<file path="config.mk">
export PLATFORM = sky130hd
export DESIGN_NAME = lsc_front
export DESIGN_NICKNAME = d
export VERILOG_FILES = /design/src/rtl/core/lsc_pkg.sv /design/src/rtl/core/lsc_front.sv
export SDC_FILE = /design/constraint.sdc
export NUM_CORES = 1
export LEC_CHECK = 0
export BUFFER_PORTS_ARGS = -buffer_cell sky130_fd_sc_hd__buf_2
export CAP_MARGIN = 20
export CELL_PAD_IN_SITES_DETAIL_PLACEMENT = 1
export CELL_PAD_IN_SITES_GLOBAL_PLACEMENT = 1
export CORE_ASPECT_RATIO = 1.5
export CORE_MARGIN = 2
export CORE_UTILIZATION = 39
export CTS_CLUSTER_DIAMETER = 30
export DETAILED_ROUTE_END_ITERATION = 10
export HOLD_SLACK_MARGIN = 0.03
export PLACE_DENSITY_LB_ADDON = 0.1
export RECOVER_POWER = 50
export SLEW_MARGIN = 20
export SYNTH_ARGS = -nofsm -noshare
export SYNTH_HDL_FRONTEND = slang
export SYNTH_SLANG_ARGS = --single-unit
</file>
<file path="constraint.sdc">
create_clock -name clk -period 6 [get_ports clk]
set_input_delay 1.2 -clock clk [delete_from_list [all_inputs] [get_ports clk]]
set_output_delay 1.2 -clock clk [all_outputs]
set_load 0.1 [all_outputs]
</file>
<file path="src/rtl/core/lsc_pkg.sv">
// shared types and constants for the lru set-associative cache model
`timescale 1ns / 1ps
package lsc_pkg;

  // access kinds that the logic tells apart
  localparam logic [1:0] FUNC_MODIFY = 2'd2;
  localparam logic [1:0] FUNC_OTHER  = 2'd3;

  // configuration port
  localparam int CFG_INDEX_W = 2;
  localparam int CFG_DATA_W  = 5;

  localparam logic [CFG_INDEX_W-1:0] REG_SET_BITS    = 2'd0;
  localparam logic [CFG_INDEX_W-1:0] REG_BLOCK_BITS  = 2'd1;
  localparam logic [CFG_INDEX_W-1:0] REG_WAYS_IN_USE = 2'd2;

  // register reset values
  localparam logic [2:0] RST_SET_BITS    = 3'd4;
  localparam logic [4:0] RST_BLOCK_BITS  = 5'd4;
  localparam logic [3:0] RST_WAYS_IN_USE = 4'd8;

  localparam int ADDR_W = 32;
  localparam int TAG_W  = 32;
  localparam int CNT_W  = 32;

  // one access beat
  typedef struct packed {
    logic [1:0]        func;
    logic [ADDR_W-1:0] address;
  } access_t;

  // one result beat
  typedef struct packed {
    logic [1:0]       hits_added;
    logic             was_miss;
    logic             was_evict;
    logic [CNT_W-1:0] hit_total;
    logic [CNT_W-1:0] miss_total;
    logic [CNT_W-1:0] evict_total;
  } result_t;

endpackage

</file>
<file path="src/rtl/core/lsc_front.sv">
// configuration registers and access decode into set index, tag and way limit
`timescale 1ns / 1ps
module lsc_front #(
  parameter int MAX_SET_BITS = 6,
  parameter int WAYS         = 8,
  parameter int ADDR_BITS    = 32,
  parameter int SET_W        = (MAX_SET_BITS > 0) ? MAX_SET_BITS : 1,
  parameter int WAY_W        = (WAYS > 1) ? $clog2(WAYS) : 1
) (
  input  logic                               clk,
  input  logic                               rst,
  input  logic                               cfg_write,
  input  logic [lsc_pkg::CFG_INDEX_W-1:0]    cfg_index,
  input  logic [lsc_pkg::CFG_DATA_W-1:0]     cfg_data,
  input  logic                               push,
  output logic                               full,
  input  lsc_pkg::access_t                   access,
  input  logic                               clearing,
  input  logic                               q_full,
  output logic                               q_push,
  output logic [1:0]                         q_func,
  output logic [SET_W-1:0]                   q_set,
  output logic [lsc_pkg::TAG_W-1:0]          q_tag,
  output logic [WAY_W-1:0]                   q_last
);

  localparam logic [lsc_pkg::ADDR_W-1:0] ADDR_MASK =
    (ADDR_BITS >= lsc_pkg::ADDR_W) ? '1 :
    lsc_pkg::ADDR_W'((64'd1 << ADDR_BITS) - 64'd1);

  logic [2:0] set_bits;
  logic [4:0] block_bits;
  logic [3:0] ways_in_use;

  logic [lsc_pkg::ADDR_W-1:0] addr_m;
  logic [2:0]                 sb;
  logic [5:0]                 shift;
  logic [lsc_pkg::ADDR_W-1:0] set_full;
  logic [5:0]                 ways6;

  // configuration writes
  always_ff @(posedge clk) begin
    if (rst) begin
      set_bits    <= lsc_pkg::RST_SET_BITS;
      block_bits  <= lsc_pkg::RST_BLOCK_BITS;
      ways_in_use <= lsc_pkg::RST_WAYS_IN_USE;
    end else if (cfg_write) begin
      case (cfg_index)
        lsc_pkg::REG_SET_BITS:    set_bits    <= cfg_data[2:0];
        lsc_pkg::REG_BLOCK_BITS:  block_bits  <= cfg_data[4:0];
        lsc_pkg::REG_WAYS_IN_USE: ways_in_use <= cfg_data[3:0];
        default: ;
      endcase
    end
  end

  // no beats taken while the back end clears its valid bits
  assign full   = q_full || clearing;
  assign q_push = push && !full;
  assign q_func = access.func;

  // address split and way limit
  always_comb begin
    addr_m = access.address & ADDR_MASK;
    if (32'(set_bits) > 32'(MAX_SET_BITS)) begin
      sb = 3'(MAX_SET_BITS);
    end else begin
      sb = set_bits;
    end
    shift = 6'(block_bits) + 6'(sb);
    if (7'(shift) >= 7'(ADDR_BITS)) begin
      q_tag = '0;
    end else begin
      q_tag = addr_m & ({lsc_pkg::ADDR_W{1'b1}} << shift);
    end
    set_full = (addr_m >> block_bits) & ~({lsc_pkg::ADDR_W{1'b1}} << sb);
    q_set    = set_full[SET_W-1:0];
    ways6    = 6'(ways_in_use);
    if (ways6 == 6'd0) begin
      ways6 = 6'd1;
    end else if (ways6 > 6'(WAYS)) begin
      ways6 = 6'(WAYS);
    end
    q_last = WAY_W'(ways6 - 6'd1);
  end

endmodule

</file>
==> results.yml <==
run_status:
  status: "completed"
cts:
  cts-root-buf: "clkbuf_8"
  h-tree-depth: 1
  post_cts_resize_count: 0
  clkTransAtPathRegs_ps: 50
  cts_tree: "built"
  cts.path.max_buffers: 2
  cts_hold_buffers: 0
  clock_sinks: 12
  cts_inserted_buffers: 3
  cts_setup_buffers: 0
  clock_latency_ps: 240
yosys:
  syn_inst: 299
  async_flop_share_pct: 0
  synthTopCellsByArea: "mux2i_1, mux4_2, dfxtp_1"
  ys.flop_type: "dfxtp_1"
  netlist_area_um2: 2390
  ys_types: 50
  synth_area_per_cell_um2: 8.00
  syn_nets: 351
  yosysWarnings: 0
  synth-seq-area-share_pct: 10.0
  synth_top_area_share_pct: 19.7
  synth_top_area_cell: "mux2i_1"
  synth_edf_count: 0
  synth_seq_cells: 12
final_layout:
  final_cell_mix: "buf_2, mux2i_1, nand2_1"
  fillCellCount: 785
  drive_gt1_share_pct: 29.4
  multi_input_area_um2: 1950
  final_common_cell: "buf_2"
  syn_to_final_growth_pct: 17.4
  finalNetCount: 417
  antennaDiodeCount: 0
  regArea_um2: 243
  utilization_pct: 47.8
worst_setup_path:
  cp_top_family: "flip-flops"
  crit_path_end_kind: "primary output"
  reg2reg_from: "block_bits[1]"
  worst_r2r_endpoint: "block_bits[1]"
  worstPathRequired_ps: 4800
  arrival_ps: 3600
  startpoint: "block_bits[1]"
  crit_end: "q_tag[23]"
  cp_max_fo: 44
  r2r_setup_slack_ps: 4590
  path_cells: "ha_1 > a21o_1 > a21oi_2 > xnor2_1 > nand2_1 > and3_1 > clkbuf_1"
  path_class: "reg -> out"
  max_stage_delay_ps: 1040
  r2r_cells: 2
  critPathSlowestCell: "dfxtp_2"
  crit_cells: 7
  critPathBufInv: 1
  worst_setup_path_start_kind: "flip-flop"
global_routing:
  gr-total-overflow: 0
  grt_usage_pct: 27.8
  grt_pass1_wl_um: 14200
  grt_max_degree: 45
  grt_pass1_vias: 2688
  antenna_found_initial: 0
placed_design:
  hpwl_um: 7370
  io_buffers: 87
  gp_congestion: 0.807
timing:
  tns_ps: 0
  min_period_ps: 4800
  maxSlewHeadroom_pct: 19.1
  fmax_ghz: 0.208
  hold_slack_ps: 494
  hold_viol_final: 0
  finalCritPeriodShare_pct: 80.1
  slew_viol_final: 0
  setup_viol: 0
  rsz0062_at_grt: "no"
  worst_pin_slew_ps: 1220
  skew_ps: 0
detailed_routing:
  drt-pass1-iter-count: 5
  wl_per_cell_um: 21.1
  vias: 2640
  drt-total-wl_um: 9190
  drc_errors: 0
  ant_nets: 0
  drt_iter0_markers: 98
  drt-vias-per-instance: 6.06
run:
  drv_cap: 0
power_and_ir_drop:
  fin_total_pwr_mw: 0.541
  ir_worst_vdd_uv: 140
  p_leak_nw: 1.35
  p_per_area_nw_per_um2: 193
min_path:
  hp-class: "reg -> reg"
floorplan:
  ios: 92
  die_h_um: 99.9
  dieArea_um2: 6790
  fp-row-count: 34
  core_area_um2: 5870
  fp.dieW_um: 67.9
  start_util_pct: 40.7
-- cells in the mapped netlist (4+ instances only) --
library cell   n
buf_2         11
nor2_1        28
mux2i_1       47
mux4_2        13
nand2b_1       4
dfxtp_1       12
clkbuf_1      10
a211o_1        7
ha_1           4
nand3_1        5
nand2_1       36
xnor2_1        4
mux2_2         8
o21ai_0       12
a31oi_1        5
and3_1        17
a21oi_1       11
and2_1         5
inv_1          9
-- flip-flops by register name (all words and copies together) (netlist names) --
signal       cells
block_bits       5
ways_in_use      4
set_bits         3
-- report_power, final --
group	switching, mW	internal, mW	leakage, nW
sequential	0.00849	0.0830	0.0979
clock	0.0321	0.0581	0.0288
combinational	0.275	0.0848	1.23
total	0.316	0.226	1.35
-- metrics by stage --
stage	setup slack (ps)	std cells	area, µm²
after global placement	1660	432	2770
after detailed placement	1560	432	2770
after CTS	1300	436	2830
after floorplan	814	299	2400
final	1200	436	2810
after global routing	1020	436	2810
-- final cells by class --
cell class,count,area share (%)
Timing Repair Buffer,89,15.4
Tap cell,72,3.21
Clock buffer,4,1.96
Multi-Input combinational cell,250,69.6
Sequential cell,12,8.65
Inverter,9,1.20
-- routing by layer --
| layer | part of all wire (%) | vias to the layer above | GRT usage, % |
|---|---|---|---|
| met1 | 36 | 1291 | 31.7 |
| met2 | 56 | 101 | 53.8 |
| li1 | - | 1230 | - |
| met4 | 2.6 | 0 | 8.15 |
| met5 | 0 | - | 0 |
| met3 | 4.5 | 18 | 0.785 |
-- cells by family (layout without fill, tap and decap cells) --
group / Yosys count / after routing / share of synthesized area (%)
XOR/XNOR: 5 / 5 / 1.83
adder cells (fa/ha/maj): 5 / 5 / 2.93
buffers and inverters: 37 / 102 / 8.48
flip-flops: 12 / 12 / 10.0
AND/OR/NAND/NOR: 114 / 114 / 23.3
AO/OA/AOI/OAI: 56 / 56 / 16.0
multiplexers: 70 / 70 / 37.4
-- worst min path at each step --
stage	start	end	slack [ps]	cells past startpoint
final	ways_in_use[3]	ways_in_use[3]	490	1
after global routing	ways_in_use[3]	ways_in_use[3]	540	1
after CTS	ways_in_use[3]	ways_in_use[3]	500	1
after detailed placement	ways_in_use[3]	ways_in_use[3]	490	1
after global placement	ways_in_use[3]	ways_in_use[3]	480	1
after floorplan	ways_in_use[3]	ways_in_use[3]	460	1
No activity file was read; power rests on OpenSTA's default activity.
