### src/rtl/core/lsc_queue.sv
// short fifo between the decode front and the lookup back end
`timescale 1ns / 1ps
module lsc_queue #(
  parameter int DATA_W = 8
) (
  input  logic              clk,
  input  logic              rst,
  input  logic              push,
  input  logic [DATA_W-1:0] wdata,
  output logic              full,
  input  logic              pop,
  output logic              valid,
  output logic [DATA_W-1:0] rdata
);

  logic [DATA_W-1:0] slots [2];
  logic              wr_ptr;
  logic              rd_ptr;
  logic [1:0]        count;

  assign full  = (count == 2'd2);
  assign valid = (count != 2'd0);
  assign rdata = slots[rd_ptr];

  // storage
  always_ff @(posedge clk) begin
    if (push && !full) begin
      slots[wr_ptr] <= wdata;
    end
  end

  // pointers and fill count
  always_ff @(posedge clk) begin
    if (rst) begin
      wr_ptr <= 1'b0;
      rd_ptr <= 1'b0;
      count  <= 2'd0;
    end else begin
      if (push && !full) begin
        wr_ptr <= ~wr_ptr;
      end
      if (pop && valid) begin
        rd_ptr <= ~rd_ptr;
      end
      if ((push && !full) && !(pop && valid)) begin
        count <= count + 2'd1;
      end else if (!(push && !full) && (pop && valid)) begin
        count <= count - 2'd1;
      end
    end
  end

endmodule

### config.mk
export PLATFORM = sky130hd
export DESIGN_NAME = lsc_queue
export DESIGN_NICKNAME = d
export VERILOG_FILES = /design/src/rtl/core/lsc_queue.sv
export SDC_FILE = /design/constraint.sdc
export NUM_CORES = 1
export LEC_CHECK = 0
export BUFFER_PORTS_ARGS = -buffer_cell sky130_fd_sc_hd__buf_2
export CAP_MARGIN = 20
export CORE_MARGIN = 2
export CORE_UTILIZATION = 45
export CTS_CLUSTER_SIZE = 14
export DETAILED_ROUTE_END_ITERATION = 6
export MAX_ROUTING_LAYER = met4
export PLACE_DENSITY = 0.79
export SLEW_MARGIN = 5
export SYNTH_ARGS = -nofsm -noshare
export SYNTH_HDL_FRONTEND = slang
export SYNTH_SLANG_ARGS = --single-unit
### constraint.sdc
create_clock -name clk -period 1.6 [get_ports clk]
set_input_delay 0.08 -clock clk [delete_from_list [all_inputs] [get_ports clk]]
set_output_delay 0.08 -clock clk [all_outputs]
set_load 0.02 [all_outputs]
==> flow_metrics.env, run 1 <==
export IMPL_coreArea_sq_um=1690
export IMPL_final_cell_count_no_fill=99
export IMPL_final_hold_viol_count=0
export IMPL_synth_sequential_area_ratio_pct=73.0
export IMPL_fillers=146
export IMPL_synth_adder_area_share_pct=1.57
export IMPL_diodes=0
export IMPL_worst_slew_margin_rel_pct=74.1
export IMPL_clockRootBuffer="sky130_fd_sc_hd__clkbuf_4"
export IMPL_vdd_ir_drop_max_v=0.00105
export IMPL_tightestPinTransition_ps=388
export IMPL_skew_ps=3.79
export IMPL_cell_types_with_the_largest_area_share_after_synthesis="sky130_fd_sc_hd__edfxtp_1, sky130_fd_sc_hd__dfxtp_1, sky130_fd_sc_hd__mux2_2"
export IMPL_tritoncts="done"
export IMPL_synth_cells=50
export IMPL_num_vias=479
export IMPL_yosysWarnings=0
export IMPL_crit_fanout=5
export IMPL_clk_latency_ps=290
export IMPL_grt_use_total_pct=13.1
export IMPL_grt_max_degree=12
export IMPL_post_syn_area_sq_um=796
export IMPL_portBuffers=21
export IMPL_powerDensity_nw_per_um2=1500
export IMPL_synth_top_area_share_pct=60.4
export IMPL_post_synth_and_or_nand_nor_area_fraction_pct=6.13
export IMPL_floorplan_io_pins=22
export IMPL_power_leakage_nw=0.417
export IMPL_combinationalPowerShare_pct=34.5
export IMPL_hold_depth=2
export IMPL_synthMuxAreaShare_pct=11.3
export IMPL_drt_initial_drc_count=5
export IMPL_drtPass1Iterations=4
export IMPL_grt_overflow_total=0
export IMPL_tritoncts_sinks=21
export IMPL_crit_buf_inv=0
export IMPL_timing_critical_path_slowest_cell_delay_ps=400
export IMPL_detail_route_drc_violations=0
export IMPL_reg2reg_depth=5
export IMPL_drv_max_cap_violation_count=0
export IMPL_post_synth_cell_area_avg_sq_um=15.9
export IMPL_fp_dieArea_sq_um=2120
export IMPL_die_height_um=46.1
export IMPL_min_path_type="input pin to flip-flop"
export IMPL_timing_critical_path_max_delay_family="simple AND/OR/NAND/NOR gates"
export IMPL_place_hpwl_um=880
export IMPL_routedWlPerCell_um=12.6
export IMPL_synth_lib_cells_used_distinct=14
export IMPL_area_growth_pct=29.4
export IMPL_timing_critical_path_depth=5
export IMPL_row_count=15
export IMPL_maxClockFrequency_mhz=661
export IMPL_seqPwrFrac_pct=50.3
export IMPL_fin_tns_setup_ps=0
export IMPL_drive_above_1_share_pct=42.7
export IMPL_slew_viol_final=0
export IMPL_setup_worst_path_end_class="flip-flop"
export IMPL_initial_utilization_pct=47.1
export IMPL_clkSlewWorstSetupHoldPaths_ps=100
export IMPL_cts_max_path_buffers=2
export IMPL_fp_dieW_um=46.1
export IMPL_viasPerCell=4.84
export IMPL_place_gp_congestion=0.626
export IMPL_dp_cells=87
export IMPL_net_switching_power_mw=0.504
export IMPL_power_internal_mw=1.04
export IMPL_crit_type="flip-flop to flip-flop"
export IMPL_ys_dominant_reg_cell="sky130_fd_sc_hd__edfxtp_1"
export IMPL_synth_seq_cells=21
export IMPL_cts_htree_levels=1
export IMPL_worst_endpoint_required_time_ps=1830
export IMPL_initial_antenna_violation_count=0
export IMPL_pwr_share_clk_pct=15.2
export IMPL_rsz_0062_raised_after_global_routing="false"
export IMPL_antenna_left=0
export IMPL_total_power_mw=1.54
export IMPL_number_of_global_route_vias_before_repair=481
export IMPL_wire_length_of_the_first_global_routing_pass_mm=1.80
export IMPL_setup_violations_final=0
export IMPL_synthArstFlopShare_pct=0
export IMPL_worstPathCellList="nor2b_4, nor2_1, ha_1, or3_1, a21oi_1"
export IMPL_postRouteWirelength_mm=1.25
export IMPL_xor_xnor_share_of_the_synthesized_area_pct=3.30
export IMPL_netlist_top_cell_by_area="sky130_fd_sc_hd__edfxtp_1"
export IMPL_synth_edff_count=16
export IMPL_final_period_utilization_pct=94.5
export IMPL_yosys_cell_count_top_type="sky130_fd_sc_hd__edfxtp_1"
export IMPL_critical_path_launch_point_type="flip-flop"
export IMPL_share_of_the_synthesized_area_in_compound_gates_ao_oa_aoi_oai_pct=3.14
export IMPL_synthesized_nets=63
export IMPL_worst_endpoint_arrival_ps=1740
export IMPL_synth_common_cells="sky130_fd_sc_hd__edfxtp_1, sky130_fd_sc_hd__mux2_2, sky130_fd_sc_hd__dfxtp_1"
export IMPL_cts_buffers_inserted=3
export IMPL_synth_top_family_by_area="multiplexers"
export IMPL_number_of_nets_at_the_end_of_the_flow=96
export IMPL_p_sw_share_pct=32.7
export IMPL_result_of_the_run="completed"
export IMPL_critPathSlowestCell="sky130_fd_sc_hd__dfxtp_1"
export IMPL_final_min_clock_period_ps=1510
## area by class of cell
cell class	instances	area (sq um)	share of cell area, %
Clock buffer	4	26.3	2.55
Inverter	2	7.51	0.729
Multi-Input combinational cell	26	208	20.2
Sequential cell	21	582	56.5
Tap cell	17	21.3	2.07
Timing Repair Buffer	29	185	18.0
## flip-flops by register name (all words and copies together) (netlist names), named ones only
| register | cells |
|---|---|
| count | 2 |
| slots | 16 |
| rd_ptr | 1 |
| wr_ptr | 1 |
## placed cells by master (no fill, tap or decap)
master,netlist,layout
sky130_fd_sc_hd__dfxtp_1,5,4
sky130_fd_sc_hd__edfxtp_1,16,16
sky130_fd_sc_hd__mux2_2,8,8
sky130_fd_sc_hd__or3_1,2,2
sky130_fd_sc_hd__nor2_1,4,4
sky130_fd_sc_hd__buf_2,1,21
sky130_fd_sc_hd__ha_1,1,1
sky130_fd_sc_hd__and2_1,1,1
sky130_fd_sc_hd__xor2_1,3,3
sky130_fd_sc_hd__o21ai_1,0,1
sky130_fd_sc_hd__a21oi_1,2,2
sky130_fd_sc_hd__clkbuf_1,0,1
sky130_fd_sc_hd__dlygate4sd3_1,0,8
sky130_fd_sc_hd__o21ai_0,3,2
sky130_fd_sc_hd__clkbuf_4,0,3
sky130_fd_sc_hd__nor2b_4,0,1
sky130_fd_sc_hd__dfxtp_2,0,1
sky130_fd_sc_hd__or2_2,1,1
sky130_fd_sc_hd__inv_1,2,2
## worst reg2reg max path, stage by stage, from the launching register on
cell,delay [ps]
sky130_fd_sc_hd__dfxtp_1,400
sky130_fd_sc_hd__nor2b_4,180
sky130_fd_sc_hd__nor2_1,70
sky130_fd_sc_hd__ha_1,310
sky130_fd_sc_hd__or3_1,360
sky130_fd_sc_hd__a21oi_1,140
## per-layer routing
metal	track usage, %	wire (um)	vias to the layer above
met5	-	0	-
met4	5.14	0	0
met3	3.53	48	0
met2	23.6	660	16
met1	13.1	542	220
li1	-	-	243
## cell families (layout without fill, tap and decap cells)
group,count (synthesis),in the layout
buffers and inverters,3,35
multiplexers,8,8
AND/OR/NAND/NOR,9,9
flip-flops,21,21
XOR/XNOR,3,3
AO/OA/AOI/OAI,5,5
adder cells (fa/ha/maj),1,1
## path summary, 6_finish.rpt
path,startpoint,endpoint,slack (ps)
worst max-delay path,count[1],count[1],90
worst min-delay path,rst,count[0],10
worst max register to register,count[1],count[1],90
worst min register to register,wr_ptr,wr_ptr,500
## through the flow
step	instance area (sq um)	setup slack, ps	util [%]	hold slack [ps]
6_report	1030	87.5	61.0	12.3
5_1_grt	1030	8.97	61.0	14.0
4_1_cts	1020	31.1	60.6	3.04
3_5_place_dp	917	50.7	54.3	271
3_3_place_gp	917	158	54.3	269
2_1_floorplan	796	45.3	-	149
## power groups by stage
stage	Clock, mW	Combinational [mW]	Sequential [mW]
global placement	0	0.496	0.771
global route	0.265	0.576	0.788
floorplan	0	0.402	0.740
detailed placement	0	0.512	0.781
finish	0.234	0.533	0.775
CTS	0.241	0.528	0.769
## repair_timing
action                                  in CTS  in global routing
hold endpoints to repair                    16                  0
setup buffers                                0                  0
hold buffers                                 8                  0
gates resized for setup                      0                  3
endpoints found under the setup margin       0                  1
No activity file was read; power rests on OpenSTA's default activity.
==> run 2: changes to the inputs <==
--- a/config.mk
+++ b/config.mk
@@ -8,11 +8,11 @@
 export BUFFER_PORTS_ARGS = -buffer_cell sky130_fd_sc_hd__buf_2
 export CAP_MARGIN = 20
 export CORE_MARGIN = 2
-export CORE_UTILIZATION = 45
+export CORE_UTILIZATION = 26
 export CTS_CLUSTER_SIZE = 14
 export DETAILED_ROUTE_END_ITERATION = 6
 export MAX_ROUTING_LAYER = met4
-export PLACE_DENSITY = 0.79
+export PLACE_DENSITY = 0.54
 export SLEW_MARGIN = 5
 export SYNTH_ARGS = -nofsm -noshare
 export SYNTH_HDL_FRONTEND = slang
==> flow_metrics.env, run 2 (synthesis results as in run 1) <==
export IMPL_result_of_the_run="completed"
export IMPL_tritoncts_sinks=21
export IMPL_layout_top_registers="slots: 16 flops, count: 2 flops"
export IMPL_clkSlewWorstSetupHoldPaths_ps=110
export IMPL_worst_slew_margin_rel_pct=72.8
export IMPL_tritoncts="done"
export IMPL_regToRegSetupSlack_ps=90
export IMPL_row_count=20
export IMPL_vdd_ir_drop_max_v=0.000766
export IMPL_drv_max_cap_violation_count=0
export IMPL_holdPathEnd="wr_ptr"
export IMPL_detail_route_drc_violations=0
export IMPL_clockRootBuffer="sky130_fd_sc_hd__clkbuf_4"
export IMPL_wire_length_of_the_first_global_routing_pass_mm=1.93
export IMPL_rsz_0062_raised_after_global_routing="false"
export IMPL_viasPerCell=4.19
export IMPL_layout_area_seq_sq_um=582
export IMPL_routedWlPerCell_um=11.5
export IMPL_grt_overflow_total=0
export IMPL_mostFrequentLayoutCell="sky130_fd_sc_hd__buf_2"
export IMPL_crit_type="flip-flop to flip-flop"
export IMPL_area_growth_pct=32.7
export IMPL_clk_latency_ps=300
export IMPL_fin_tns_setup_ps=0
export IMPL_coreArea_sq_um=2980
export IMPL_place_hpwl_um=889
export IMPL_num_vias=486
export IMPL_fp_dieW_um=59.3
export IMPL_worstReg2RegStart="count[1]"
export IMPL_fp_dieArea_sq_um=3520
export IMPL_diodes=0
export IMPL_number_of_nets_at_the_end_of_the_flow=97
export IMPL_total_power_mw=1.55
export IMPL_final_period_utilization_pct=94.5
export IMPL_most_common_layout_cells="sky130_fd_sc_hd__buf_2, sky130_fd_sc_hd__edfxtp_1, sky130_fd_sc_hd__dlygate4sd3_1"
export IMPL_grt_use_total_pct=7.91
export IMPL_max_flop_register="slots"
export IMPL_drt_initial_drc_count=7
export IMPL_floorplan_io_pins=22
export IMPL_cts_max_path_buffers=2
export IMPL_cts_buffers_inserted=3
export IMPL_hold_depth=4
export IMPL_place_gp_congestion=0.757
export IMPL_drive_above_1_share_pct=43.4
export IMPL_fillers=295
export IMPL_skew_ps=6.92
export IMPL_post_cts_setup_buffer_count=0
export IMPL_setup_violations_final=0
export IMPL_tightestPinTransition_ps=408
export IMPL_initial_antenna_violation_count=0
export IMPL_setup_worst_path_end_class="flip-flop"
export IMPL_crit_fanout=5
export IMPL_power_leakage_nw=0.422
export IMPL_postRouteWirelength_mm=1.34
export IMPL_worst_endpoint_arrival_ps=1740
export IMPL_critical_path_launch_point_type="flip-flop"
export IMPL_hold_worst_slack_ps=164
export IMPL_number_of_global_route_vias_before_repair=457
export IMPL_grt_max_degree=13
export IMPL_initial_utilization_pct=26.7
export IMPL_reg2reg_depth=5
export IMPL_final_hold_viol_count=0
export IMPL_min_path_type="input pin to flip-flop"
export IMPL_die_height_um=59.3
export IMPL_powerDensity_nw_per_um2=1470
export IMPL_slew_viol_final=0
export IMPL_antenna_left=0
export IMPL_portBuffers=21
export IMPL_cts_htree_levels=1
export IMPL_hold_path_startpoint="push"
export IMPL_timing_rr_end="count[1]"
export IMPL_multiInputGateArea_sq_um=203
export IMPL_worst_endpoint_required_time_ps=1830
export IMPL_final_min_clock_period_ps=1510
export IMPL_drtPass1Iterations=4
export IMPL_maxClockFrequency_mhz=661
export IMPL_largest_register_ffs=16
run 2: power by group:
part	leakage (nW)	internal (mW)	total [mW]	switching, mW
clock	0.0177	0.0932	0.248	0.155
combinational	0.213	0.238	0.530	0.292
sequential	0.191	0.698	0.771	0.0728
run 2: worst max-delay path by stage:
stage / to / slack, ps / from
global placement: count[1] / 130 / count[0]
detailed placement: count[1] / 90 / count[0]
global route: count[1] / 7 / count[0]
finish: count[1] / 90 / count[1]
CTS: count[1] / 20 / count[0]
floorplan: count[1] / 50 / count[1]
run 2: routing by layer:
layer  global-route usage (%)  vias to the layer above  part of all wire (%)
met4                     1.95                        0                     0
li1                         -                      246                     -
met3                     3.93                        0                   7.3
met2                     12.9                       19                    49
met1                     8.60                      221                    44
met5                        -                        -                     0
run 2: through the flow:
step	setup slack (ps)	instance area, sq um	util (%)	cells
floorplan	45.3	796	-	50
global placement	133	937	31.5	103
detailed placement	87.6	937	31.5	103
CTS	24.7	1050	35.4	116
global route	7.10	1060	35.5	116
finish	88.2	1060	35.5	116
run 2: repair_timing:
| item | in CTS | in global routing |
|---|---|---|
| endpoints found under the hold margin | 21 | 0 |
| setup endpoints to repair | 0 | 1 |
| resized for setup | 0 | 2 |
| hold buffers | 9 | 0 |
run 2: area by class of cell:
cell class,instances,share of cell area (%)
Inverter,2,0.711
Timing Repair Buffer,30,18.5
Clock inverter,1,0.474
Tap cell,33,3.91
Clock buffer,3,2.13
Sequential cell,21,55.1
Multi-Input combinational cell,26,19.2
run 2: worst max-delay path: stages, from the launching register on:
cell and delay [ps]:
sky130_fd_sc_hd__dfxtp_2 360, sky130_fd_sc_hd__nor2b_2 200, sky130_fd_sc_hd__nor2_1 80, sky130_fd_sc_hd__ha_1 310, sky130_fd_sc_hd__or3_1 350, sky130_fd_sc_hd__a21oi_1 140
